**config.mk**
```make
export PLATFORM = sky130hd
export DESIGN_NAME = chrp_ram
export DESIGN_NICKNAME = d
export VERILOG_FILES = /design/src/hdl/chrp_ram.sv
export SDC_FILE = /design/constraint.sdc
export NUM_CORES = 1
export LEC_CHECK = 0
export BUFFER_PORTS_ARGS = -buffer_cell sky130_fd_sc_hd__buf_2
export CAP_MARGIN = 20
export CORE_MARGIN = 2
export CORE_UTILIZATION = 49
export CTS_CLUSTER_SIZE = 24
export DETAILED_ROUTE_END_ITERATION = 8
export HOLD_SLACK_MARGIN = 0.05
export PLACE_DENSITY = 0.75
export SYNTH_ARGS = -nofsm -noshare
export SYNTH_HDL_FRONTEND = slang
export SYNTH_SLANG_ARGS = --single-unit
```
**constraint.sdc**
```tcl
create_clock -name clk -period 1.97 [get_ports clk]
set_input_delay 0.394 -clock clk [delete_from_list [all_inputs] [get_ports clk]]
set_output_delay 0.394 -clock clk [all_outputs]
set_load 0.05 [all_outputs]
```
**src/hdl/chrp_ram.sv**
```systemverilog
// Generic simple dual-port RAM: one write port, one read port, registered read.
// No dependencies.
module chrp_ram #(
	parameter int WIDTH = 8,
	parameter int DEPTH = 16
) (
	input  logic                     clk,
	input  logic                     we,
	input  logic [$clog2(DEPTH)-1:0] waddr,
	input  logic [WIDTH-1:0]         wdata,
	input  logic [$clog2(DEPTH)-1:0] raddr,
	output logic [WIDTH-1:0]         rdata
);

	logic [WIDTH-1:0] mem [DEPTH];

	// Write port and registered read.
	always_ff @(posedge clk) begin
		if (we) begin
			mem[waddr] <= wdata;
		end
		rdata <= mem[raddr];
	end

endmodule

```
==> summary.txt, run 1 <==
Data required, critical path: 1.58 ns
Number of port buffers: 25
Cell Area, Placed: 0.005552 sq mm
WS Path Type: reg -> out
Number of global-route vias before repair: 2537
CP peak stage delay: 0.36 ns
Relative slew slack: 0.7422
Top_reg_cell synth: edfxtp_1
Average size of a mapped cell: 22.48 sq um
Clock Skew: 0.009631 ns
Fmax achieved: 0.6400 GHz
Metal3 WL: 633 um
Crit path max-delay family: flip-flops
Post-synth EDFFs: 128
Pwr dens: 1069 mW/mm^2
Synth unique cells: 19
Postcts setup bufs: 0
Ports: 26
Vias: 2442
Pin count of the biggest net entering global routing: 33
Cts repair resizes: 0
CTS tree: yes
CTS buffer count: 17
GP Congestion: 0.7530
WL/cell: 22.30 um
First-pass GRT wire length: 14.85 mm
Critical Path Slowest Stage Cell: dfxtp_1
CP Launch Point: rdata[7]
Avg Vias per Cell: 5.640
Final instance area: 0.006110 sq mm
Routed length on met2: 4.871 mm
Clock Tree Root: clkbuf_8
Hold Path Class: in -> reg
Syn nets: 247
Top post-synthesis cells by area: edfxtp_1 (75%), mux4_2 (7.9%), mux4_1 (7.1%), dfxtp_1 (3.1%), a22oi_1 (2.3%)
Period utilisation layout: 0.7932
# nets final: 302
Die Area: 0.01134 sq mm
Routed wire length: 9.656 mm
WP buf/inv: 1
Final std cells w/o fill: 433
Inserted Diodes: 0
Post-synth top area cell: edfxtp_1
1st-iter DRT viols: 251
Setup crit end: rdata[7]
Core Area: 0.01028 sq mm
Instance count on the critical path: 1
Final hold vios: 0
Ys Warns: 0
Hold Crit Depth: 1
Max layer used: met4
Post-DP HPWL: 5.837 mm
Placed Cells: 401
Max-cap violations: 0
Hold Buf Count CTS: 0
Worst hold margin: 0.2537 ns
Antenna Nets Post-Route: 0
Hold Crit Start: wdata[6]
Synth-to-Final Area Change: 18.69%
Period minus WS final: 1.563 ns
Sink Count: 136
Finish-stage setup viols: 0
Post-synth ARST share: 0
CP startpoint kind: flip-flop
Clk Latency, worst-skew pair: 0.51 ns
GRT overflow: 0
Initial antenna violation count: 0
DRC: 0
Initial Utilization: 0.5009
First-pass DRT Iterations: 4
Reg2Reg Capture Point: rdata[4]
Outcome: completed
Register area share after synthesis: 0.7778
All-layer global routing usage: 0.1890
CP cell instances: buf_2
Ratio of cells with drive above 1 in the final layout: 0.3232
Synth Register Bits: 136
Critical path peak fanout: 1
Die Height: 106.5 um
Worst VDD drop: 0.0006436 V
Worst R2R Path Depth: 3
Top cells by count, synth: edfxtp_1 (128), mux4_2 (18), a22oi_1 (16)
Setup TNS: 0 ns
Tightest Pin Transition: 0.3867 ns
Synth Instances: 229
RSZ-0062 raised after global routing: no
DRT met1 WL: 4.014 mm
WP data arrival: 1.17 ns
Top cell type's share of synthesized area: 0.7467
Row count: 37
Flop-to-flop setup slack: 0.54 ns
LEAKAGE: 2.083 nW
Most numerous cell in the Yosys netlist: edfxtp_1
Crit. End Element: primary output
Mapped Area: 0.005147 sq mm
Clock Tree Buf Depth: 2
Chip width: 106.5 um
Slew Viols, Final: 0
Worst r2r src: mem[9][4]
H-tree depth: 4
Clock transition at the registers of the reported paths: 0.06 ns
==> worst min-delay path by stage <==
| stage | slack (ns) | to |
|---|---|---|
| 2_1_floorplan | 0.49 | mem[0][0] |
| 3_3_place_gp | 0.66 | rdata[5] |
| 3_5_place_dp | 0.67 | rdata[1] |
| 4_1_cts | 0.24 | mem[11][6] |
| 5_1_grt | 0.25 | mem[11][6] |
| 6_report | 0.25 | mem[11][6] |
==> per-stage QoR <==
stage	utilization	power [W]	setup slack (ns)
global placement	0.5402	0.003674	0.1180
floorplan	-	0.003541	0.08313
CTS	0.5945	0.006588	0.3776
global route	0.5945	0.006736	0.3840
detailed placement	0.5402	0.003685	0.08572
finish	0.5945	0.006534	0.4074
==> registers in the layout, summed over array words and instances (netlist names) <==
register  count
rdata         8
mem         128
==> metal layers <==
| layer | vias to the layer above | global-route usage |
|---|---|---|
| li1 | 1082 | - |
| met1 | 1258 | 0.2615 |
| met2 | 91 | 0.2967 |
| met3 | 11 | 0.05395 |
| met4 | 0 | 0.05659 |
| met5 | - | 0 |
==> logic make-up after synthesis <==
group / after synthesis / synth area share
compound gates: 16 / 0.02334
buf+inv: 10 / 0.01677
flops: 136 / 0.7778
mux: 32 / 0.1502
simple gates: 35 / 0.03184
==> layout make-up <==
class,instances,area (sq um)
clock buffers,17,414.1
fillers,722,4168
clock inverters,15,143.9
well taps,136,170.2
repair buffers,46,320.3
flip-flops and latches,136,4004
multi-input cells,83,1057
==> power breakdown <==
group          internal, W  leakage [nW]  switching (W)  total [W]
logic             0.000136         0.595       0.000230   0.000366
registers          0.00323          1.22      0.0000211    0.00326
clock network      0.00169         0.264        0.00122    0.00291
total              0.00507          2.08        0.00147    0.00653
==> layout by cell type, fill, tap and decap left out, types with 2 or more instances in the layout <==
master	count
a22oi_1	16
clkinvlp_4	3
inv_6	5
nor2_1	13
buf_12	3
nand2b_1	2
nand2_1	9
dfxtp_1	8
mux4_1	14
clkbuf_16	16
edfxtp_1	128
mux4_2	18
clkinv_4	5
nor3_1	4
buf_2	25
buf_4	18
nand3b_1	2
Note: power is estimated with default switching activity, not from simulation.
==> run 2, diff against run 1 <==
- clock period: 1.97 -> 1.4 ns (I/O delays scaled with it)
==> summary.txt, run 2 (synthesized netlist as in run 1, its figures left out) <==
Critical path peak fanout: 1 (unchanged)
WL/cell: 22.76 um (was 22.30 um)
Relative slew slack: 0.4119 (was 0.7422)
Clk Latency, worst-skew pair: 0.51 ns (about the same)
Period utilisation layout: 0.9803
Inserted Diodes: 0 (unchanged)
Fmax achieved: 0.7286 GHz
Post-layout util: 0.6239 (was 0.5945)
Crit path max-delay family: multiplexers (was flip-flops)
Pre-CTS WS: -0.4165 ns (was 0.08572 ns)
Worst r2r src: mem[1][0] (was mem[9][4])
Data required, critical path: 1.80 ns (was 1.58 ns)
Critical Path Slowest Stage Cell: mux4_1 (was dfxtp_1)
Slew Viols, Final: 0 (unchanged)
Worst VDD drop: 0.0009758 V (was 0.0006436 V)
Crit. End Element: flip-flop (was primary output)
Ports: 26 (unchanged)
Sink Count: 136 (unchanged)
Tightest Pin Transition: 0.8789 ns (was 0.3867 ns)
1st-iter DRT viols: 156 (was 251)
DRC: 0 (unchanged)
WS Path Type: reg -> reg (was reg -> out)
Number of global-route vias before repair: 2600 (was 2537)
CTS tree: yes (unchanged)
Number of port buffers: 25 (unchanged)
First-pass GRT wire length: 15.56 mm (was 14.85 mm)
Outcome: completed (unchanged)
Post-DP HPWL: 6.243 mm (was 5.837 mm)
Ratio of cells with drive above 1 in the final layout: 0.4095 (was 0.3232)
Finish-stage setup viols: 0 (unchanged)
Worst hold margin: 0.1546 ns (was 0.2537 ns)
CP cell instances: mux4_1, a22oi_2, nand2_1 (was buf_2)
Pin count of the biggest net entering global routing: 23 (was 33)
Max-cap violations: 0 (unchanged)
RSZ-0062 raised after global routing: no (unchanged)
Max reg flops: 128 (unchanged)
Initial Utilization: 0.5009 (unchanged)
First-pass DRT Iterations: 7 (was 4)
Clock transition at the registers of the reported paths: 0.06 ns (about the same)
LEAKAGE: 2.215 nW (was 2.083 nW)
Hold Buf Count CTS: 0 (unchanged)
CP peak stage delay: 0.55 ns (was 0.36 ns)
Commonest non-fill, non-tap cell in the layout: edfxtp_1 (unchanged)
Clock Tree Buf Depth: 2 (unchanged)
Antenna Nets Post-Route: 0 (unchanged)
Avg Vias per Cell: 5.634 (was 5.640)
Fillers: 696 (was 722)
Die Area: 0.01134 sq mm (unchanged)
All-layer global routing usage: 0.1983 (was 0.1890)
Largest regs: mem (128), rdata (8) (unchanged)
Final WS setup: 0.02753 ns (was 0.4074 ns)
Chip width: 106.5 um (unchanged)
FF+latch area: 0.004005 sq mm (was 0.004004 sq mm)
Most frequent cells in the layout: edfxtp_1 (128), buf_4 (35), mux4_2 (19), buf_2 (19), clkbuf_16 (16) (was edfxtp_1 (128), buf_2 (25), mux4_2 (18), buf_4 (18))
Synth-to-Final Area Change: 24.57% (was 18.69%)
Final hold vios: 0 (unchanged)
Die Height: 106.5 um (unchanged)
H-tree depth: 4 (unchanged)
Setup TNS: 0 ns (unchanged)
GRT overflow: 0 (unchanged)
Routed wire length: 10.27 mm (was 9.656 mm)
Clock Tree Root: clkbuf_8 (unchanged)
Clock Skew: 0.008098 ns (was 0.009631 ns)
CP Launch Point: mem[1][0] (was rdata[7])
Row count: 37 (unchanged)
# nets final: 320 (was 302)
WP data arrival: 1.77 ns (was 1.17 ns)
Initial antenna violation count: 0 (unchanged)
CTS buffer count: 17 (unchanged)
GP Congestion: 0.7793 (was 0.7530)
Period minus WS final: 1.372 ns
Postcts setup bufs: 0 (unchanged)
CP startpoint kind: flip-flop (unchanged)
Hold Path Class: in -> reg (unchanged)
Most flops, register: mem (unchanged)
Pwr dens: 1481 mW/mm^2 (was 1069 mW/mm^2)
Core Area: 0.01028 sq mm (unchanged)
Hold Crit Start: wdata[2] (was wdata[6])
Vias: 2541 (was 2442)
Multi-input gate area: 0.001120 sq mm (was 0.001057 sq mm)
WP buf/inv: 0 (was 1)
Total power: 0.009498 W (was 0.006534 W)
-- run 2: path summary, 6_finish.rpt --
kind         cells past startpoint        end  slack (ns)
max                              3   rdata[0]        0.03
min                              1  mem[5][2]        0.15
max reg2reg                      3   rdata[0]        0.03
min reg2reg                      3   rdata[2]        0.68
-- run 2: report_power, final --
part,internal (W),total (W),switching [W]
logic,0.000252,0.000607,0.000355
registers,0.00455,0.00458,0.0000310
clock network,0.00257,0.00431,0.00173
-- run 2: final cells by class --
| cell class | count | share of cell area |
|---|---|---|
| sequential | 136 | 0.6246 |
| clock inverter | 15 | 0.02595 |
| clock buffer | 17 | 0.06459 |
| tap | 136 | 0.02654 |
| multi-input combinational | 83 | 0.1746 |
| timing repair buffer | 64 | 0.08371 |
-- run 2: metal layers --
layer  track usage  vias to the layer above  part of all wire
met3       0.05212                       11             0.052
met1        0.2717                     1311              0.42
li1              -                     1118                 -
met5             0                        -                 0
met2        0.3118                      101              0.51
met4       0.07143                        0             0.017
-- run 2: what timing repair did --
action	in CTS	in global routing
endpoints found under the hold margin	0	0
endpoints found under the setup margin	7	5
resized for setup	10	6
-- run 2: per-stage QoR --
stage / instances / instance area (sq um)
global route: 451 / 6412
finish: 451 / 6412
CTS: 451 / 6385
detailed placement: 419 / 5781
global placement: 419 / 5781
floorplan: 229 / 5186
-- run 2: worst reg2reg max path, stage by stage, from the launching register on --
cell,delay [ns]
edfxtp_1,0.41
mux4_1,0.55
a22oi_2,0.23
nand2_1,0.07
==> run 3, diff against run 2 <==
- HOLD_SLACK_MARGIN: 0.05 -> 0.15
- SETUP_SLACK_MARGIN: default -> 0.4
==> summary.txt, run 3 (synthesized netlist as in run 1, its figures left out) <==
Outcome: completed (unchanged)
RSZ-0062 raised after global routing: yes (was no)
Hold Path Class: in -> reg (unchanged)
Slew Viols, Final: 0 (unchanged)
# nets final: 312 (was 320)
Max-cap violations: 0 (unchanged)
Initial Utilization: 0.5009 (unchanged)
Critical Path Slowest Stage Cell: dfxtp_4 (was mux4_1)
Finish-stage setup viols: 0 (unchanged)
Pin count of the biggest net entering global routing: 21 (was 23)
Number of port buffers: 25 (unchanged)
1st-iter DRT viols: 145 (was 156)
Int Pwr: 0.007561 W (was 0.007377 W)
Most frequent cells in the layout: edfxtp_1 (128), mux4_2 (32), buf_2 (17), clkbuf_16 (16), buf_4 (13) (was edfxtp_1 (128), buf_4 (35), mux4_2 (19), buf_2 (19), clkbuf_16 (16))
CTS tree: yes (unchanged)
Tightest Pin Transition: 0.9974 ns (was 0.8789 ns)
Ports: 26 (unchanged)
WS Path Type: reg -> out (was reg -> reg)
Seq pwr share: 0.481 (was 0.483)
Row count: 37 (unchanged)
Inserted Diodes: 0 (unchanged)
LEAKAGE: 2.163 nW (was 2.215 nW)
CP cell instances: buf_8 (was mux4_1, a22oi_2, nand2_1)
Switch Pwr: 0.001995 W (was 0.002120 W)
Clk Latency, worst-skew pair: 0.50 ns (was 0.51 ns)
Worst r2r src: mem[3][4] (was mem[1][0])
Crit path max-delay family: flip-flops (was multiplexers)
CTS buffer count: 17 (unchanged)
Largest regs: mem (128), rdata (8) (unchanged)
DRC: 0 (unchanged)
First-pass DRT Iterations: 4 (was 7)
Clock Tree Root: clkbuf_8 (unchanged)
Initial antenna violation count: 0 (unchanged)
CP peak stage delay: 0.36 ns (was 0.55 ns)
Clock Skew: 0.01011 ns (was 0.008098 ns)
Routed wire length: 9.568 mm (was 10.27 mm)
Worst R2R Path Depth: 3 (unchanged)
WP data arrival: 1.01 ns (was 1.77 ns)
All-layer global routing usage: 0.1877 (was 0.1983)
Number of global-route vias before repair: 2728 (was 2600)
Data required, critical path: 1.12 ns (was 1.80 ns)
Die Height: 106.5 um (unchanged)
Relative slew slack: 0.3326 (was 0.4119)
Postcts setup bufs: 0 (unchanged)
Reg2Reg Capture Point: rdata[4] (was rdata[0])
Most flops, register: mem (unchanged)
Period minus WS final: 1.287 ns (was 1.372 ns)
GRT overflow: 0 (unchanged)
Pwr dens: 1456 mW/mm^2 (was 1481 mW/mm^2)
Worst hold margin: 0.1798 ns (was 0.1546 ns)
Flop-to-flop setup slack: 0.14 ns (was 0.03 ns)
Chip width: 106.5 um (unchanged)
Switching Fraction: 0.2088 (was 0.2232)
Vias: 2458 (was 2541)
Critical path peak fanout: 1 (unchanged)
Period utilisation layout: 0.9194 (was 0.9803)
First-pass GRT wire length: 14.94 mm (was 15.56 mm)
Fillers: 694 (was 696)
Synth-to-Final Area Change: 27.52% (was 24.57%)
Die Area: 0.01134 sq mm (unchanged)
Hold Crit Depth: 1 (unchanged)
Avg Vias per Cell: 5.549 (was 5.634)
WL/cell: 21.60 um (was 22.76 um)
Max reg flops: 128 (unchanged)
WP buf/inv: 1 (was 0)
Post-DP HPWL: 5.924 mm (was 6.243 mm)
Core Area: 0.01028 sq mm (unchanged)
GP Congestion: 0.7431 (was 0.7793)
Clock Tree Buf Depth: 2 (unchanged)
Commonest non-fill, non-tap cell in the layout: edfxtp_1 (unchanged)
Gate power share: 0.070 (was 0.064)
Ratio of cells with drive above 1 in the final layout: 0.4919 (was 0.4095)
Clock transition at the registers of the reported paths: 0.06 ns (about the same)
Instance count on the critical path: 1 (was 3)
H-tree depth: 4 (unchanged)
Fmax achieved: 0.7769 GHz (was 0.7286 GHz)
Worst VDD drop: 0.0006994 V (was 0.0009758 V)
Final hold vios: 0 (unchanged)
Antenna Nets Post-Route: 0 (unchanged)
Setup crit end: rdata[4] (was rdata[0])
CP startpoint kind: flip-flop (unchanged)
Final std cells w/o fill: 443 (was 451)
Crit. End Element: primary output (was flip-flop)
CP Launch Point: rdata[4] (was mem[1][0])
Sink Count: 136 (unchanged)
Setup TNS: 0 ns (unchanged)
Placed Cells: 405 (was 419)
Power share of the clock group: 0.449 (was 0.453)
run 3: cell count changes in the layout (fill, tap and decap cells not counted), moves of 6 or more:
cell,delta
nor2_1,-9
mux4_2,+13
buf_8,+6
dlygate4sd3_1,+6
nor2_4,+7
dfxtp_2,+6
mux4_1,-13
dfxtp_1,-7
buf_4,-22
run 3: worst min path at each step:
stage,slack (ns),start,endpoint
2_1_floorplan,0.38,wdata[0],mem[0][0]
3_3_place_gp,0.66,mem[5][3],rdata[3]
3_5_place_dp,0.66,mem[15][5],rdata[5]
4_1_cts,0.15,wdata[0],mem[10][0]
5_1_grt,0.15,wdata[0],mem[7][0]
6_report,0.18,wdata[2],mem[9][2]
run 3: through the flow:
| step | util | area [sq um] | setup slack (ns) | power [W] |
|---|---|---|---|---|
| 2_1_floorplan | - | 5273 | 0.01699 | 0.005027 |
| 3_3_place_gp | 0.5629 | 5786 | -0.2876 | 0.005238 |
| 3_5_place_dp | 0.5629 | 5786 | -0.3063 | 0.005253 |
| 4_1_cts | 0.6372 | 6549 | 0.07846 | 0.009630 |
| 5_1_grt | 0.6387 | 6564 | 0.06815 | 0.009867 |
| 6_report | 0.6387 | 6564 | 0.1128 | 0.009555 |
run 3: power groups by stage:
stage               logic [W]  registers, W  clock network (W)
floorplan            0.000275       0.00475                  0
global placement     0.000576       0.00466                  0
detailed placement   0.000588       0.00467                  0
CTS                  0.000670       0.00460            0.00436
global route         0.000710       0.00460            0.00455
finish               0.000670       0.00460            0.00429
run 3: timing repair:
action,in CTS,in global routing
gates resized for setup,40,4
endpoints found under the setup margin,16,16
pin swaps,6,2
hold endpoints to repair,79,0
hold buffers,6,0
run 3: area by class of cell:
class / count / area, sq um / area share
Multi-Input combinational cell: 83 / 1205 / 0.1836
Clock buffer: 19 / 421.7 / 0.06424
Clock inverter: 13 / 155.1 / 0.02364
Sequential cell: 136 / 4016 / 0.6119
Timing Repair Buffer: 56 / 595.6 / 0.09074
Tap cell: 136 / 170.2 / 0.02592
run 3: per-layer routing:
layer | global-route usage | up-vias | routed length (um)
met1 | 0.2420 | 1281 | 4129
met2 | 0.3068 | 70 | 4952
met3 | 0.05886 | 10 | 380
met5 | 0 | - | 0
li1 | - | 1097 | -
met4 | 0.06122 | 0 | 106
